<file path="src/hw/rtl/lebc_pkg.sv">
`timescale 1ns / 1ps
`default_nettype none

package lebc_pkg;

   localparam int CAPACITY = 64;
   localparam int ADDR_W   = $clog2(CAPACITY);
   localparam int CNT_W    = $clog2(CAPACITY + 1);
   localparam int ACT_W    = 4;
   localparam int CHAR_W   = 8;
   localparam int OFF_W    = 8;
   localparam int POS_W    = ((CNT_W > OFF_W) ? CNT_W : OFF_W) + 2;

   localparam logic [ACT_W-1:0] ACT_INSERT    = ACT_W'(0);
   localparam logic [ACT_W-1:0] ACT_DELETE    = ACT_W'(1);
   localparam logic [ACT_W-1:0] ACT_BACKSPACE = ACT_W'(2);
   localparam logic [ACT_W-1:0] ACT_LEFT      = ACT_W'(3);
   localparam logic [ACT_W-1:0] ACT_RIGHT     = ACT_W'(4);
   localparam logic [ACT_W-1:0] ACT_CLEAR     = ACT_W'(5);
   localparam logic [ACT_W-1:0] ACT_PEEK      = ACT_W'(6);
   localparam logic [ACT_W-1:0] ACT_DIST_PREV = ACT_W'(7);
   localparam logic [ACT_W-1:0] ACT_DIST_NEXT = ACT_W'(8);

   // How the datapath prepares its walk pointer when an action is accepted.
   typedef enum logic [2:0] {
      SETUP_NONE,
      SETUP_INS,
      SETUP_DEL,
      SETUP_BSP,
      SETUP_BACK,
      SETUP_FWD,
      SETUP_PEEK
   } setup_type;

   // Which result the datapath produces and which state update it commits.
   typedef enum logic [2:0] {
      FIN_NONE,
      FIN_FAIL,
      FIN_LEFT,
      FIN_RIGHT,
      FIN_CLEAR,
      FIN_WALK,
      FIN_PEEK
   } fin_type;

   typedef struct packed {
      setup_type setup;
      logic      step;
      logic      peek_rd;
      fin_type   fin;
   } cmd_type;

   typedef struct packed {
      logic full;
      logic cur_zero;
      logic cur_end;
      logic walk_done;
   } status_type;

endpackage

`default_nettype wire

</file>
<file path="src/hw/rtl/lebc_ram.sv">
`timescale 1ns / 1ps
`default_nettype none

module lebc_ram #(
   parameter int WIDTH = 8,
   parameter int DEPTH = 64
) (
   input  logic                     clock,
   input  logic                     wr_en,
   input  logic [$clog2(DEPTH)-1:0] wr_addr,
   input  logic [WIDTH-1:0]         wr_data,
   input  logic [$clog2(DEPTH)-1:0] rd_addr,
   output logic [WIDTH-1:0]         rd_data
);

   logic [WIDTH-1:0] mem_ff [DEPTH];
   logic [WIDTH-1:0] rd_data_ff;

   always_ff @(posedge clock) begin
      if (wr_en) begin
         mem_ff[wr_addr] <= wr_data;
      end
      rd_data_ff <= mem_ff[rd_addr];
   end

   assign rd_data = rd_data_ff;

endmodule

`default_nettype wire

</file>
<file path="src/hw/rtl/lebc_ctrl.sv">
`timescale 1ns / 1ps
`default_nettype none

module lebc_ctrl (
   input  logic                        clock,
   input  logic                        reset,
   input  logic                        start,
   input  logic [lebc_pkg::ACT_W-1:0]  req_action,
   input  lebc_pkg::status_type        status,
   output logic                        busy,
   output lebc_pkg::cmd_type           cmd
);
   import lebc_pkg::*;

   typedef enum logic [1:0] {
      S_IDLE,
      S_WALK,
      S_PEEK_RD,
      S_PEEK_FIN
   } state_type;

   state_type state_ff, state_in;
   logic      busy_ff;

   always_comb begin
      state_in    = state_ff;
      cmd.setup   = SETUP_NONE;
      cmd.step    = 1'b0;
      cmd.peek_rd = 1'b0;
      cmd.fin     = FIN_NONE;
      case (state_ff)
         S_IDLE: begin
            if (start) begin
               case (req_action)
                  ACT_INSERT: begin
                     if (status.full) begin
                        cmd.fin = FIN_FAIL;
                     end else begin
                        cmd.setup = SETUP_INS;
                        state_in  = S_WALK;
                     end
                  end
                  ACT_DELETE: begin
                     if (status.cur_end) begin
                        cmd.fin = FIN_FAIL;
                     end else begin
                        cmd.setup = SETUP_DEL;
                        state_in  = S_WALK;
                     end
                  end
                  ACT_BACKSPACE: begin
                     if (status.cur_zero) begin
                        cmd.fin = FIN_FAIL;
                     end else begin
                        cmd.setup = SETUP_BSP;
                        state_in  = S_WALK;
                     end
                  end
                  ACT_LEFT: begin
                     cmd.fin = status.cur_zero ? FIN_FAIL : FIN_LEFT;
                  end
                  ACT_RIGHT: begin
                     // Stepping right is refused on a full buffer as well.
                     cmd.fin = (status.cur_end || status.full) ? FIN_FAIL : FIN_RIGHT;
                  end
                  ACT_CLEAR: begin
                     cmd.fin = FIN_CLEAR;
                  end
                  ACT_PEEK: begin
                     cmd.setup = SETUP_PEEK;
                     state_in  = S_PEEK_RD;
                  end
                  ACT_DIST_PREV: begin
                     cmd.setup = SETUP_BACK;
                     state_in  = S_WALK;
                  end
                  ACT_DIST_NEXT: begin
                     cmd.setup = SETUP_FWD;
                     state_in  = S_WALK;
                  end
                  default: begin
                     cmd.fin = FIN_FAIL;
                  end
               endcase
            end
         end
         S_WALK: begin
            if (status.walk_done) begin
               cmd.fin  = FIN_WALK;
               state_in = S_IDLE;
            end else begin
               cmd.step = 1'b1;
            end
         end
         S_PEEK_RD: begin
            cmd.peek_rd = 1'b1;
            state_in    = S_PEEK_FIN;
         end
         S_PEEK_FIN: begin
            cmd.fin  = FIN_PEEK;
            state_in = S_IDLE;
         end
         default: begin
            state_in = S_IDLE;
         end
      endcase
   end

   always_ff @(posedge clock) begin
      if (reset) begin
         state_ff <= S_IDLE;
         busy_ff  <= 1'b0;
      end else begin
         state_ff <= state_in;
         busy_ff  <= (state_in != S_IDLE);
      end
   end

   assign busy = busy_ff;

endmodule

`default_nettype wire

</file>
<file path="src/hw/rtl/lebc_dp.sv">
`timescale 1ns / 1ps
`default_nettype none

module lebc_dp (
   input  logic                               clock,
   input  logic                               reset,
   input  lebc_pkg::cmd_type                  cmd,
   input  logic [lebc_pkg::CHAR_W-1:0]        req_char_value,
   input  logic signed [lebc_pkg::OFF_W-1:0]  req_offset,
   output lebc_pkg::status_type               status,
   output logic                               rsp_strobe,
   output logic                               rsp_ok,
   output logic [lebc_pkg::CHAR_W-1:0]        rsp_char_out,
   output logic [lebc_pkg::CNT_W-1:0]         rsp_distance,
   output logic [lebc_pkg::CNT_W-1:0]         rsp_cursor_pos,
   output logic [lebc_pkg::CNT_W-1:0]         rsp_length,
   output logic                               rsp_is_full,
   output logic                               rsp_empty
);
   import lebc_pkg::*;

   // Architectural state.
   logic [CNT_W-1:0]  used_ff, used_in;
   logic [CNT_W-1:0]  cursor_ff, cursor_in;

   // Walk machinery: ptr_ff runs toward lim_ff, one RAM read per step.
   logic [CNT_W-1:0]  ptr_ff;
   logic [CNT_W-1:0]  lim_ff;
   logic              down_ff;
   logic              cmp_ff;
   logic              pend_ff;
   logic [ADDR_W-1:0] raddr_ff;
   logic [CNT_W-1:0]  cnt_ff;
   logic [CHAR_W-1:0] chr_ff;
   setup_type         kind_ff;
   logic              in_range_ff;

   // Result registers.
   logic              strobe_ff;
   logic              ok_ff;
   logic [CHAR_W-1:0] char_out_ff;
   logic [CNT_W-1:0]  dist_ff;

   logic              more;
   logic [CNT_W-1:0]  ptr_dec;
   logic [CNT_W-1:0]  ptr_inc;
   logic [ADDR_W-1:0] walk_addr;
   logic              ins_fin;
   logic              fin_ok;
   logic [CHAR_W-1:0] fin_char;
   logic [CNT_W-1:0]  fin_dist;
   logic signed [POS_W-1:0] peek_pos;
   logic              peek_in_range;

   logic              wr_en;
   logic [ADDR_W-1:0] wr_addr;
   logic [CHAR_W-1:0] wr_data;
   logic [ADDR_W-1:0] rd_addr;
   logic [CHAR_W-1:0] rd_data;

   lebc_ram #(
      .WIDTH (CHAR_W),
      .DEPTH (CAPACITY)
   ) u_text_ram (
      .clock   (clock),
      .wr_en   (wr_en),
      .wr_addr (wr_addr),
      .wr_data (wr_data),
      .rd_addr (rd_addr),
      .rd_data (rd_data)
   );

   always_comb begin
      more      = (ptr_ff != lim_ff);
      ptr_dec   = ptr_ff - CNT_W'(1);
      ptr_inc   = ptr_ff + CNT_W'(1);
      walk_addr = down_ff ? ptr_dec[ADDR_W-1:0] : ptr_ff[ADDR_W-1:0];
      rd_addr   = cmd.peek_rd ? ptr_ff[ADDR_W-1:0] : walk_addr;

      // Inserting walks downward and copies each byte one place up; deleting
      // walks upward and copies each byte one place down.
      ins_fin = (cmd.fin == FIN_WALK) && (kind_ff == SETUP_INS);
      wr_en   = (cmd.step && pend_ff && !cmp_ff) || ins_fin;
      if (ins_fin) begin
         wr_addr = cursor_ff[ADDR_W-1:0];
         wr_data = chr_ff;
      end else begin
         wr_addr = down_ff ? (raddr_ff + ADDR_W'(1)) : (raddr_ff - ADDR_W'(1));
         wr_data = rd_data;
      end

      peek_pos = $signed({{(POS_W-CNT_W){1'b0}}, cursor_ff})
               + $signed({{(POS_W-OFF_W){req_offset[OFF_W-1]}}, req_offset});
      peek_in_range = !peek_pos[POS_W-1]
                    && (peek_pos[POS_W-2:0] < {{(POS_W-1-CNT_W){1'b0}}, used_ff});

      status.full      = (used_ff == CNT_W'(CAPACITY));
      status.cur_zero  = (cursor_ff == '0);
      status.cur_end   = (cursor_ff == used_ff);
      status.walk_done = (!more && !pend_ff) || (pend_ff && cmp_ff && (rd_data == chr_ff));
   end

   always_comb begin
      used_in   = used_ff;
      cursor_in = cursor_ff;
      fin_ok    = 1'b0;
      fin_char  = '0;
      fin_dist  = '0;
      case (cmd.fin)
         FIN_LEFT: begin
            cursor_in = cursor_ff - CNT_W'(1);
            fin_ok    = 1'b1;
         end
         FIN_RIGHT: begin
            cursor_in = cursor_ff + CNT_W'(1);
            fin_ok    = 1'b1;
         end
         FIN_CLEAR: begin
            used_in   = '0;
            cursor_in = '0;
            fin_ok    = 1'b1;
         end
         FIN_PEEK: begin
            fin_char = in_range_ff ? rd_data : '0;
            fin_ok   = 1'b1;
         end
         FIN_WALK: begin
            fin_ok = 1'b1;
            case (kind_ff)
               SETUP_INS: begin
                  cursor_in = cursor_ff + CNT_W'(1);
                  used_in   = used_ff + CNT_W'(1);
               end
               SETUP_DEL: begin
                  used_in = used_ff - CNT_W'(1);
               end
               SETUP_BSP: begin
                  cursor_in = cursor_ff - CNT_W'(1);
                  used_in   = used_ff - CNT_W'(1);
               end
               SETUP_BACK, SETUP_FWD: begin
                  fin_dist = cnt_ff;
               end
               default: begin
               end
            endcase
         end
         default: begin
         end
      endcase
   end

   always_ff @(posedge clock) begin
      if (reset) begin
         used_ff   <= '0;
         cursor_ff <= '0;
         pend_ff   <= 1'b0;
         strobe_ff <= 1'b0;
      end else begin
         used_ff   <= used_in;
         cursor_ff <= cursor_in;
         strobe_ff <= (cmd.fin != FIN_NONE);
         if (cmd.setup != SETUP_NONE) begin
            pend_ff <= 1'b0;
         end else if (cmd.step) begin
            pend_ff <= more;
         end
      end
   end

   always_ff @(posedge clock) begin
      if (cmd.setup != SETUP_NONE) begin
         kind_ff     <= cmd.setup;
         chr_ff      <= req_char_value;
         cnt_ff      <= '0;
         in_range_ff <= peek_in_range;
         case (cmd.setup)
            SETUP_INS: begin
               ptr_ff  <= used_ff;
               lim_ff  <= cursor_ff;
               down_ff <= 1'b1;
               cmp_ff  <= 1'b0;
            end
            SETUP_DEL: begin
               ptr_ff  <= cursor_ff + CNT_W'(1);
               lim_ff  <= used_ff;
               down_ff <= 1'b0;
               cmp_ff  <= 1'b0;
            end
            SETUP_BSP: begin
               ptr_ff  <= cursor_ff;
               lim_ff  <= used_ff;
               down_ff <= 1'b0;
               cmp_ff  <= 1'b0;
            end
            SETUP_BACK: begin
               ptr_ff  <= cursor_ff;
               lim_ff  <= '0;
               down_ff <= 1'b1;
               cmp_ff  <= 1'b1;
            end
            SETUP_FWD: begin
               ptr_ff  <= cursor_ff;
               lim_ff  <= used_ff;
               down_ff <= 1'b0;
               cmp_ff  <= 1'b1;
            end
            SETUP_PEEK: begin
               ptr_ff <= peek_pos[CNT_W-1:0];
            end
            default: begin
            end
         endcase
      end else if (cmd.step) begin
         if (more) begin
            ptr_ff   <= down_ff ? ptr_dec : ptr_inc;
            raddr_ff <= walk_addr;
         end
         // A compare that matched ends the walk, so each counted step is a miss.
         if (pend_ff && cmp_ff) begin
            cnt_ff <= cnt_ff + CNT_W'(1);
         end
      end

      if (cmd.fin != FIN_NONE) begin
         ok_ff       <= fin_ok;
         char_out_ff <= fin_char;
         dist_ff     <= fin_dist;
      end
   end

   assign rsp_strobe     = strobe_ff;
   assign rsp_ok         = ok_ff;
   assign rsp_char_out   = char_out_ff;
   assign rsp_distance   = dist_ff;
   assign rsp_cursor_pos = cursor_ff;
   assign rsp_length     = used_ff;
   assign rsp_is_full    = status.full;
   assign rsp_empty      = (used_ff == '0);

endmodule

`default_nettype wire

</file>
<file path="src/hw/rtl/line_edit_buffer_with_cursor.sv">
`timescale 1ns / 1ps
`default_nettype none

// Line-edit buffer of up to 64 bytes with a cursor. An action is taken when start is high
// and busy is low; its one result appears for a single cycle with rsp_strobe high and must
// be captured then. Left, right, clear, refused edits and unknown action codes answer in the
// cycle after acceptance and leave busy low, so one may follow every cycle. All other work
// walks the text RAM, which has separate read and write ports, one byte per cycle while
// busy is high: peek reads one byte; insert, delete and backspace shift bytes one place
// until none is left to move; a distance query stops at the first byte that matches its
// character or once every byte it searches has missed. The result strobe follows in the
// cycle busy falls.

module line_edit_buffer_with_cursor (
   input  logic                               clock,
   input  logic                               reset,
   input  logic                               start,
   output logic                               busy,
   input  logic [lebc_pkg::ACT_W-1:0]         req_action,
   input  logic [lebc_pkg::CHAR_W-1:0]        req_char_value,
   input  logic signed [lebc_pkg::OFF_W-1:0]  req_offset,
   output logic                               rsp_strobe,
   output logic                               rsp_ok,
   output logic [lebc_pkg::CHAR_W-1:0]        rsp_char_out,
   output logic [lebc_pkg::CNT_W-1:0]         rsp_distance,
   output logic [lebc_pkg::CNT_W-1:0]         rsp_cursor_pos,
   output logic [lebc_pkg::CNT_W-1:0]         rsp_length,
   output logic                               rsp_is_full,
   output logic                               rsp_empty
);
   import lebc_pkg::*;

   cmd_type    cmd;
   status_type status;

   lebc_ctrl u_ctrl (
      .clock      (clock),
      .reset      (reset),
      .start      (start),
      .req_action (req_action),
      .status     (status),
      .busy       (busy),
      .cmd        (cmd)
   );

   lebc_dp u_dp (
      .clock          (clock),
      .reset          (reset),
      .cmd            (cmd),
      .req_char_value (req_char_value),
      .req_offset     (req_offset),
      .status         (status),
      .rsp_strobe     (rsp_strobe),
      .rsp_ok         (rsp_ok),
      .rsp_char_out   (rsp_char_out),
      .rsp_distance   (rsp_distance),
      .rsp_cursor_pos (rsp_cursor_pos),
      .rsp_length     (rsp_length),
      .rsp_is_full    (rsp_is_full),
      .rsp_empty      (rsp_empty)
   );

endmodule

`default_nettype wire

</file>
<file path="config.mk">
export PLATFORM = sky130hd
export DESIGN_NAME = line_edit_buffer_with_cursor
export DESIGN_NICKNAME = d
export VERILOG_FILES = /design/src/hw/rtl/lebc_pkg.sv /design/src/hw/rtl/lebc_ram.sv /design/src/hw/rtl/lebc_ctrl.sv /design/src/hw/rtl/lebc_dp.sv /design/src/hw/rtl/line_edit_buffer_with_cursor.sv
export SDC_FILE = /design/constraint.sdc
export NUM_CORES = 1
export LEC_CHECK = 0
export BUFFER_PORTS_ARGS = -buffer_cell sky130_fd_sc_hd__buf_2
export CAP_MARGIN = 20
export CELL_PAD_IN_SITES_DETAIL_PLACEMENT = 1
export CELL_PAD_IN_SITES_GLOBAL_PLACEMENT = 1
export CORE_MARGIN = 5
export CORE_UTILIZATION = 30
export CTS_BUF_LIST = sky130_fd_sc_hd__clkbuf_16
export DETAILED_ROUTE_END_ITERATION = 6
export PLACE_DENSITY = 0.55
export REMOVE_ABC_BUFFERS = 1
export SLEW_MARGIN = 20
export SYNTH_ARGS = -nofsm -noshare
export SYNTH_HDL_FRONTEND = slang
export SYNTH_SLANG_ARGS = --single-unit
</file>
<file path="constraint.sdc">
create_clock -name clock -period 3.7 [get_ports clock]
set_input_delay 0.74 -clock clock [delete_from_list [all_inputs] [get_ports clock]]
set_output_delay 0.74 -clock clock [all_outputs]
set_load 0.01 [all_outputs]
</file>
==> impl_metrics.prom <==
# TYPE chip_impl_metric gauge
chip_impl_info{name="run_status",value="finished clean"} 1
chip_impl_metric{name="die_area",unit="um^2"} 93400
chip_impl_metric{name="fmaxAchievable",unit="MHz"} 277
chip_impl_metric{name="min_path_cells",unit=""} 1
chip_impl_metric{name="avgRoutedWirePerCell",unit="um"} 23.4
chip_impl_metric{name="clock_power_share",unit="%"} 33.4
chip_impl_metric{name="dr.pass1.iters",unit=""} 5
chip_impl_metric{name="timing.slew.headroom",unit="%"} 21.2
chip_impl_metric{name="total_power",unit="mW"} 19.5
chip_impl_metric{name="cts.sinks",unit=""} 596
chip_impl_metric{name="syn_inst",unit=""} 2149
chip_impl_metric{name="viasPerCell",unit=""} 5.09
chip_impl_metric{name="postSynthRegisterBits",unit=""} 596
chip_impl_metric{name="reg2regPathDepth",unit=""} 11
chip_impl_metric{name="postRouteAntennaNets",unit=""} 0
chip_impl_metric{name="grt_overflow_total",unit=""} 0
chip_impl_info{name="critPathSlowestCell",value="a2111oi_2"} 1
chip_impl_metric{name="grt.total_usage",unit="%"} 17.2
chip_impl_metric{name="switching_share",unit="%"} 31.3
chip_impl_info{name="cell_type_group_with_the_largest_total_delay_on_the_critical_path",value="compound AO/OA/AOI/OAI gates"} 1
chip_impl_metric{name="floorplan.io_pins",unit=""} 57
chip_impl_metric{name="h-tree-depth",unit=""} 3
chip_impl_metric{name="timing_worst_slew_pin_value",unit="ns"} 1.18
chip_impl_info{name="clock_tree.root_cell",value="clkbuf_16"} 1
chip_impl_metric{name="crit_required",unit="ns"} 4.17
chip_impl_metric{name="synth_area_per_cell",unit="um^2"} 12.2
chip_impl_info{name="synth_ff_type",value="edfxtp_1"} 1
chip_impl_info{name="min-delay-path-class",value="input pin to flip-flop"} 1
chip_impl_metric{name="synth_cell_types",unit=""} 75
chip_impl_metric{name="layout_setup_ws",unit="ns"} 0.0896
chip_impl_metric{name="leakage",unit="nW"} 11.2
chip_impl_metric{name="drt_iter0_markers",unit=""} 1357
chip_impl_metric{name="num_vias",unit=""} 18007
chip_impl_metric{name="netlist_area",unit="um^2"} 26200
chip_impl_metric{name="setup_viol",unit=""} 0
chip_impl_info{name="commonest_non_fill_non_tap_cell_in_the_layout",value="edfxtp_1"} 1
chip_impl_metric{name="cellInternalPower",unit="mW"} 13.4
chip_impl_metric{name="routed_wirelength",unit="um"} 82800
chip_impl_metric{name="cp_slowest_stage_delay",unit="ns"} 0.53
chip_impl_metric{name="synthMuxAreaShare",unit="%"} 2.71
chip_impl_metric{name="synth_simple_gate_area_share",unit="%"} 16.3
chip_impl_metric{name="final_cell_count_no_fill",unit=""} 3535
chip_impl_metric{name="die_height",unit="um"} 306
chip_impl_metric{name="die_x",unit="um"} 306
chip_impl_metric{name="totalNegativeSetupSlack",unit="ns"} 0
chip_impl_metric{name="final.period_utilization",unit="%"} 97.6
chip_impl_metric{name="max-clock-path-buffers",unit=""} 3
chip_impl_metric{name="start_util",unit="%"} 30.2
chip_impl_metric{name="cts_inserted_buffers",unit=""} 68
chip_impl_info{name="worstSetupPathType",value="flip-flop to flip-flop"} 1
chip_impl_metric{name="synth_warnings",unit=""} 0
chip_impl_metric{name="power.share.combinational",unit="%"} 23.2
chip_impl_metric{name="area_growth_syn_to_layout",unit="%"} 19.3
chip_impl_metric{name="final_stage_net_count",unit=""} 2382
chip_impl_metric{name="share_seq_of_total_power",unit="%"} 43.4
chip_impl_metric{name="gpl.final_weighted_congestion",unit=""} 0.825
chip_impl_metric{name="clock_skew",unit="ns"} 0.0306
chip_impl_metric{name="io_buffer_count",unit=""} 56
chip_impl_metric{name="switchingPower",unit="mW"} 6.12
chip_impl_metric{name="detail_route.drc_violations",unit=""} 0
chip_impl_metric{name="coreArea",unit="um^2"} 86800
chip_impl_metric{name="maxCapViolCount",unit=""} 0
chip_impl_metric{name="vdd_ir_drop_max",unit="mV"} 0.368
chip_impl_metric{name="synth-adder-area-share",unit="%"} 1.61
chip_impl_metric{name="hold_viol",unit=""} 0
chip_impl_metric{name="crit_fanout",unit=""} 22
chip_impl_metric{name="worstSkewPairLatency",unit="ns"} 0.61
chip_impl_metric{name="min_period",unit="ns"} 3.61
chip_impl_metric{name="grt_pass1_vias",unit=""} 18870
chip_impl_info{name="start_kind",value="flip-flop"} 1
chip_impl_metric{name="place_inst",unit=""} 3409
chip_impl_info{name="rsz0062_at_grt",value="false"} 1
chip_impl_metric{name="antenna_found_initial",unit=""} 1
chip_impl_info{name="end_kind",value="flip-flop"} 1
chip_impl_metric{name="finish.utilization",unit="%"} 36.1
chip_impl_metric{name="worst_path_buffer_plus_inverter_count",unit=""} 4
chip_impl_metric{name="num_antenna_cells",unit=""} 0
chip_impl_metric{name="synth-edff-count",unit=""} 562
chip_impl_metric{name="postSynth.asyncResetShare",unit="%"} 0
chip_impl_info{name="tritoncts",value="done"} 1
chip_impl_metric{name="path_clk_slew",unit="ns"} 0.06
chip_impl_info{name="critical_path.cell_chain",value="inv_1, ha_1, mux2i_4, buf_12, buf_6, mux2i_1, mux4_2, a2111oi_2, buf_4, a31oi_1, o221ai_2"} 1
chip_impl_metric{name="grt_pass1_wl",unit="um"} 124000
chip_impl_metric{name="number_of_max_slew_violations_in_the_final_report",unit=""} 0
chip_impl_metric{name="post_route_cells_drive_above_1_share",unit="%"} 17.0
chip_impl_metric{name="synth_xor_xnor_area_share",unit="%"} 2.14
chip_impl_metric{name="cp_num_cells",unit=""} 11
chip_impl_metric{name="rows",unit=""} 108
chip_impl_metric{name="seq_area_frac_synth",unit="%"} 66.9
chip_impl_metric{name="final_hpwl_dp",unit="um"} 54400
chip_impl_info{name="main_combinational_cell_family_by_area_after_synthesis",value="simple AND/OR/NAND/NOR gates"} 1
chip_impl_info{name="most-common-layout-cells",value="562 x edfxtp_1, 484 x nand2_1, 202 x nand3_1"} 1
chip_impl_metric{name="grt_start_max_net_pins",unit=""} 87
chip_impl_metric{name="area_fraction_in_compound_gates_after_synthesis",unit="%"} 7.65
chip_impl_metric{name="post_place_setup_slack",unit="ns"} -0.192
chip_impl_metric{name="pwr_density_cell",unit="nW/um^2"} 624
chip_impl_metric{name="cp.arrival",unit="ns"} 4.08
chip_impl_metric{name="number_of_hold_buffers_added_after_cts",unit=""} 0
[sequential cells by signal, summed over array words and instances (netlist names)]
signal                   flops
u_dp.kind_ff                 3
u_dp.rsp_length              7
u_dp.rsp_distance            7
u_dp.raddr_ff                6
u_ctrl.state_ff              2
u_dp.ptr_ff                  7
u_dp.down_ff                 1
u_dp.rsp_char_out            8
u_dp.cmp_ff                  1
u_dp.rsp_ok                  1
u_dp.u_text_ram.mem_ff     512
u_ctrl.busy                  1
u_dp.chr_ff                  8
u_dp.cnt_ff                  7
u_dp.lim_ff                  7
u_dp.pend_ff                 1
u_dp.rsp_cursor_pos          7
u_dp.in_range_ff             1
u_dp.u_text_ram.rd_data      8
u_dp.rsp_strobe              1
[per-stage QoR]
stage | hold slack [ns] | area, um^2
after global placement | 0.494 | 29000
final | 0.311 | 31300
after global routing | 0.280 | 31300
after detailed placement | 0.515 | 29000
after floorplan | 0.471 | 25700
after CTS | 0.279 | 31200
[routing by layer]
| layer | routed length (um) | track usage [%] |
|---|---|---|
| met5 | 0 | 0 |
| met4 | 1900 | 4.62 |
| met3 | 3660 | 2.56 |
| met2 | 38700 | 28.0 |
| met1 | 38600 | 24.2 |
[power groups by stage]
| stage | clock network (mW) | registers, mW | logic, mW |
|---|---|---|---|
| 6_report | 6.51 | 8.48 | 4.53 |
| 5_1_grt | 6.97 | 8.49 | 4.85 |
| 4_1_cts | 6.65 | 8.48 | 4.52 |
| 3_5_place_dp | 0 | 8.62 | 4.47 |
| 3_3_place_gp | 0 | 8.61 | 4.40 |
| 2_1_floorplan | 0 | 8.65 | 2.20 |
[cell type report]
class                           count  area [um^2]
Clock buffer                       70         1750
Clock inverter                     53          392
Fill cell                        9357        55500
Inverter                           40          150
Multi-Input combinational cell   1394         8160
Sequential cell                   596        17600
Tap cell                         1155         1450
Timing Repair Buffer              227         1830
[cells in the mapped netlist (all sizes together) (6+ instances only)]
master	instances	area, um^2
a21oi	77	389
a31oi	31	213
nand2	486	1830
or3	10	62.6
and2	19	119
buf	57	307
a2111oi	8	97.6
a31o	9	78.8
ha	29	363
nor2b	11	68.8
o221ai	10	87.6
xor2	29	254
nand3	203	1020
mux4	10	225
mux2	9	101
o311ai	7	61.3
nand2b	16	108
o22ai	6	37.5
and3	46	288
nor3	17	85.1
mux2i	37	383
o21ai	36	180
nor4	8	50.1
clkbuf	62	233
o22a	7	61.3
xnor2	33	308
a311oi	34	298
a21o	11	82.6
a211oi	6	45.0
nor2	120	450
inv	40	150
edfxtp	562	16900
dfxtp	34	681
[final timing paths]
| kind | startpoint | end | slack [ns] |
|---|---|---|---|
| setup / recovery | u_dp.down_ff | u_dp.u_text_ram.rd_data[2] | 0.09 |
| hold / removal | req_char_value[0] | u_dp.chr_ff[0] | 0.31 |
| setup reg to reg | u_dp.down_ff | u_dp.u_text_ram.rd_data[2] | 0.09 |
| hold reg to reg | u_dp.cnt_ff[6] | u_dp.cnt_ff[6] | 0.53 |
[timing repair]
action	in CTS	in global routing
cloned	0	2
endpoints found under the setup margin	6	111
resized for setup	8	19
setup buffers	0	1
[cell families after synthesis]
group                    Yosys count
adder cells (fa/ha/maj)           32
AO/OA/AOI/OAI                    283
XOR/XNOR                          62
flip-flops                       596
buffers and inverters            159
AND/OR/NAND/NOR                  961
multiplexers                      56
Power figures use the tool's default switching activity.
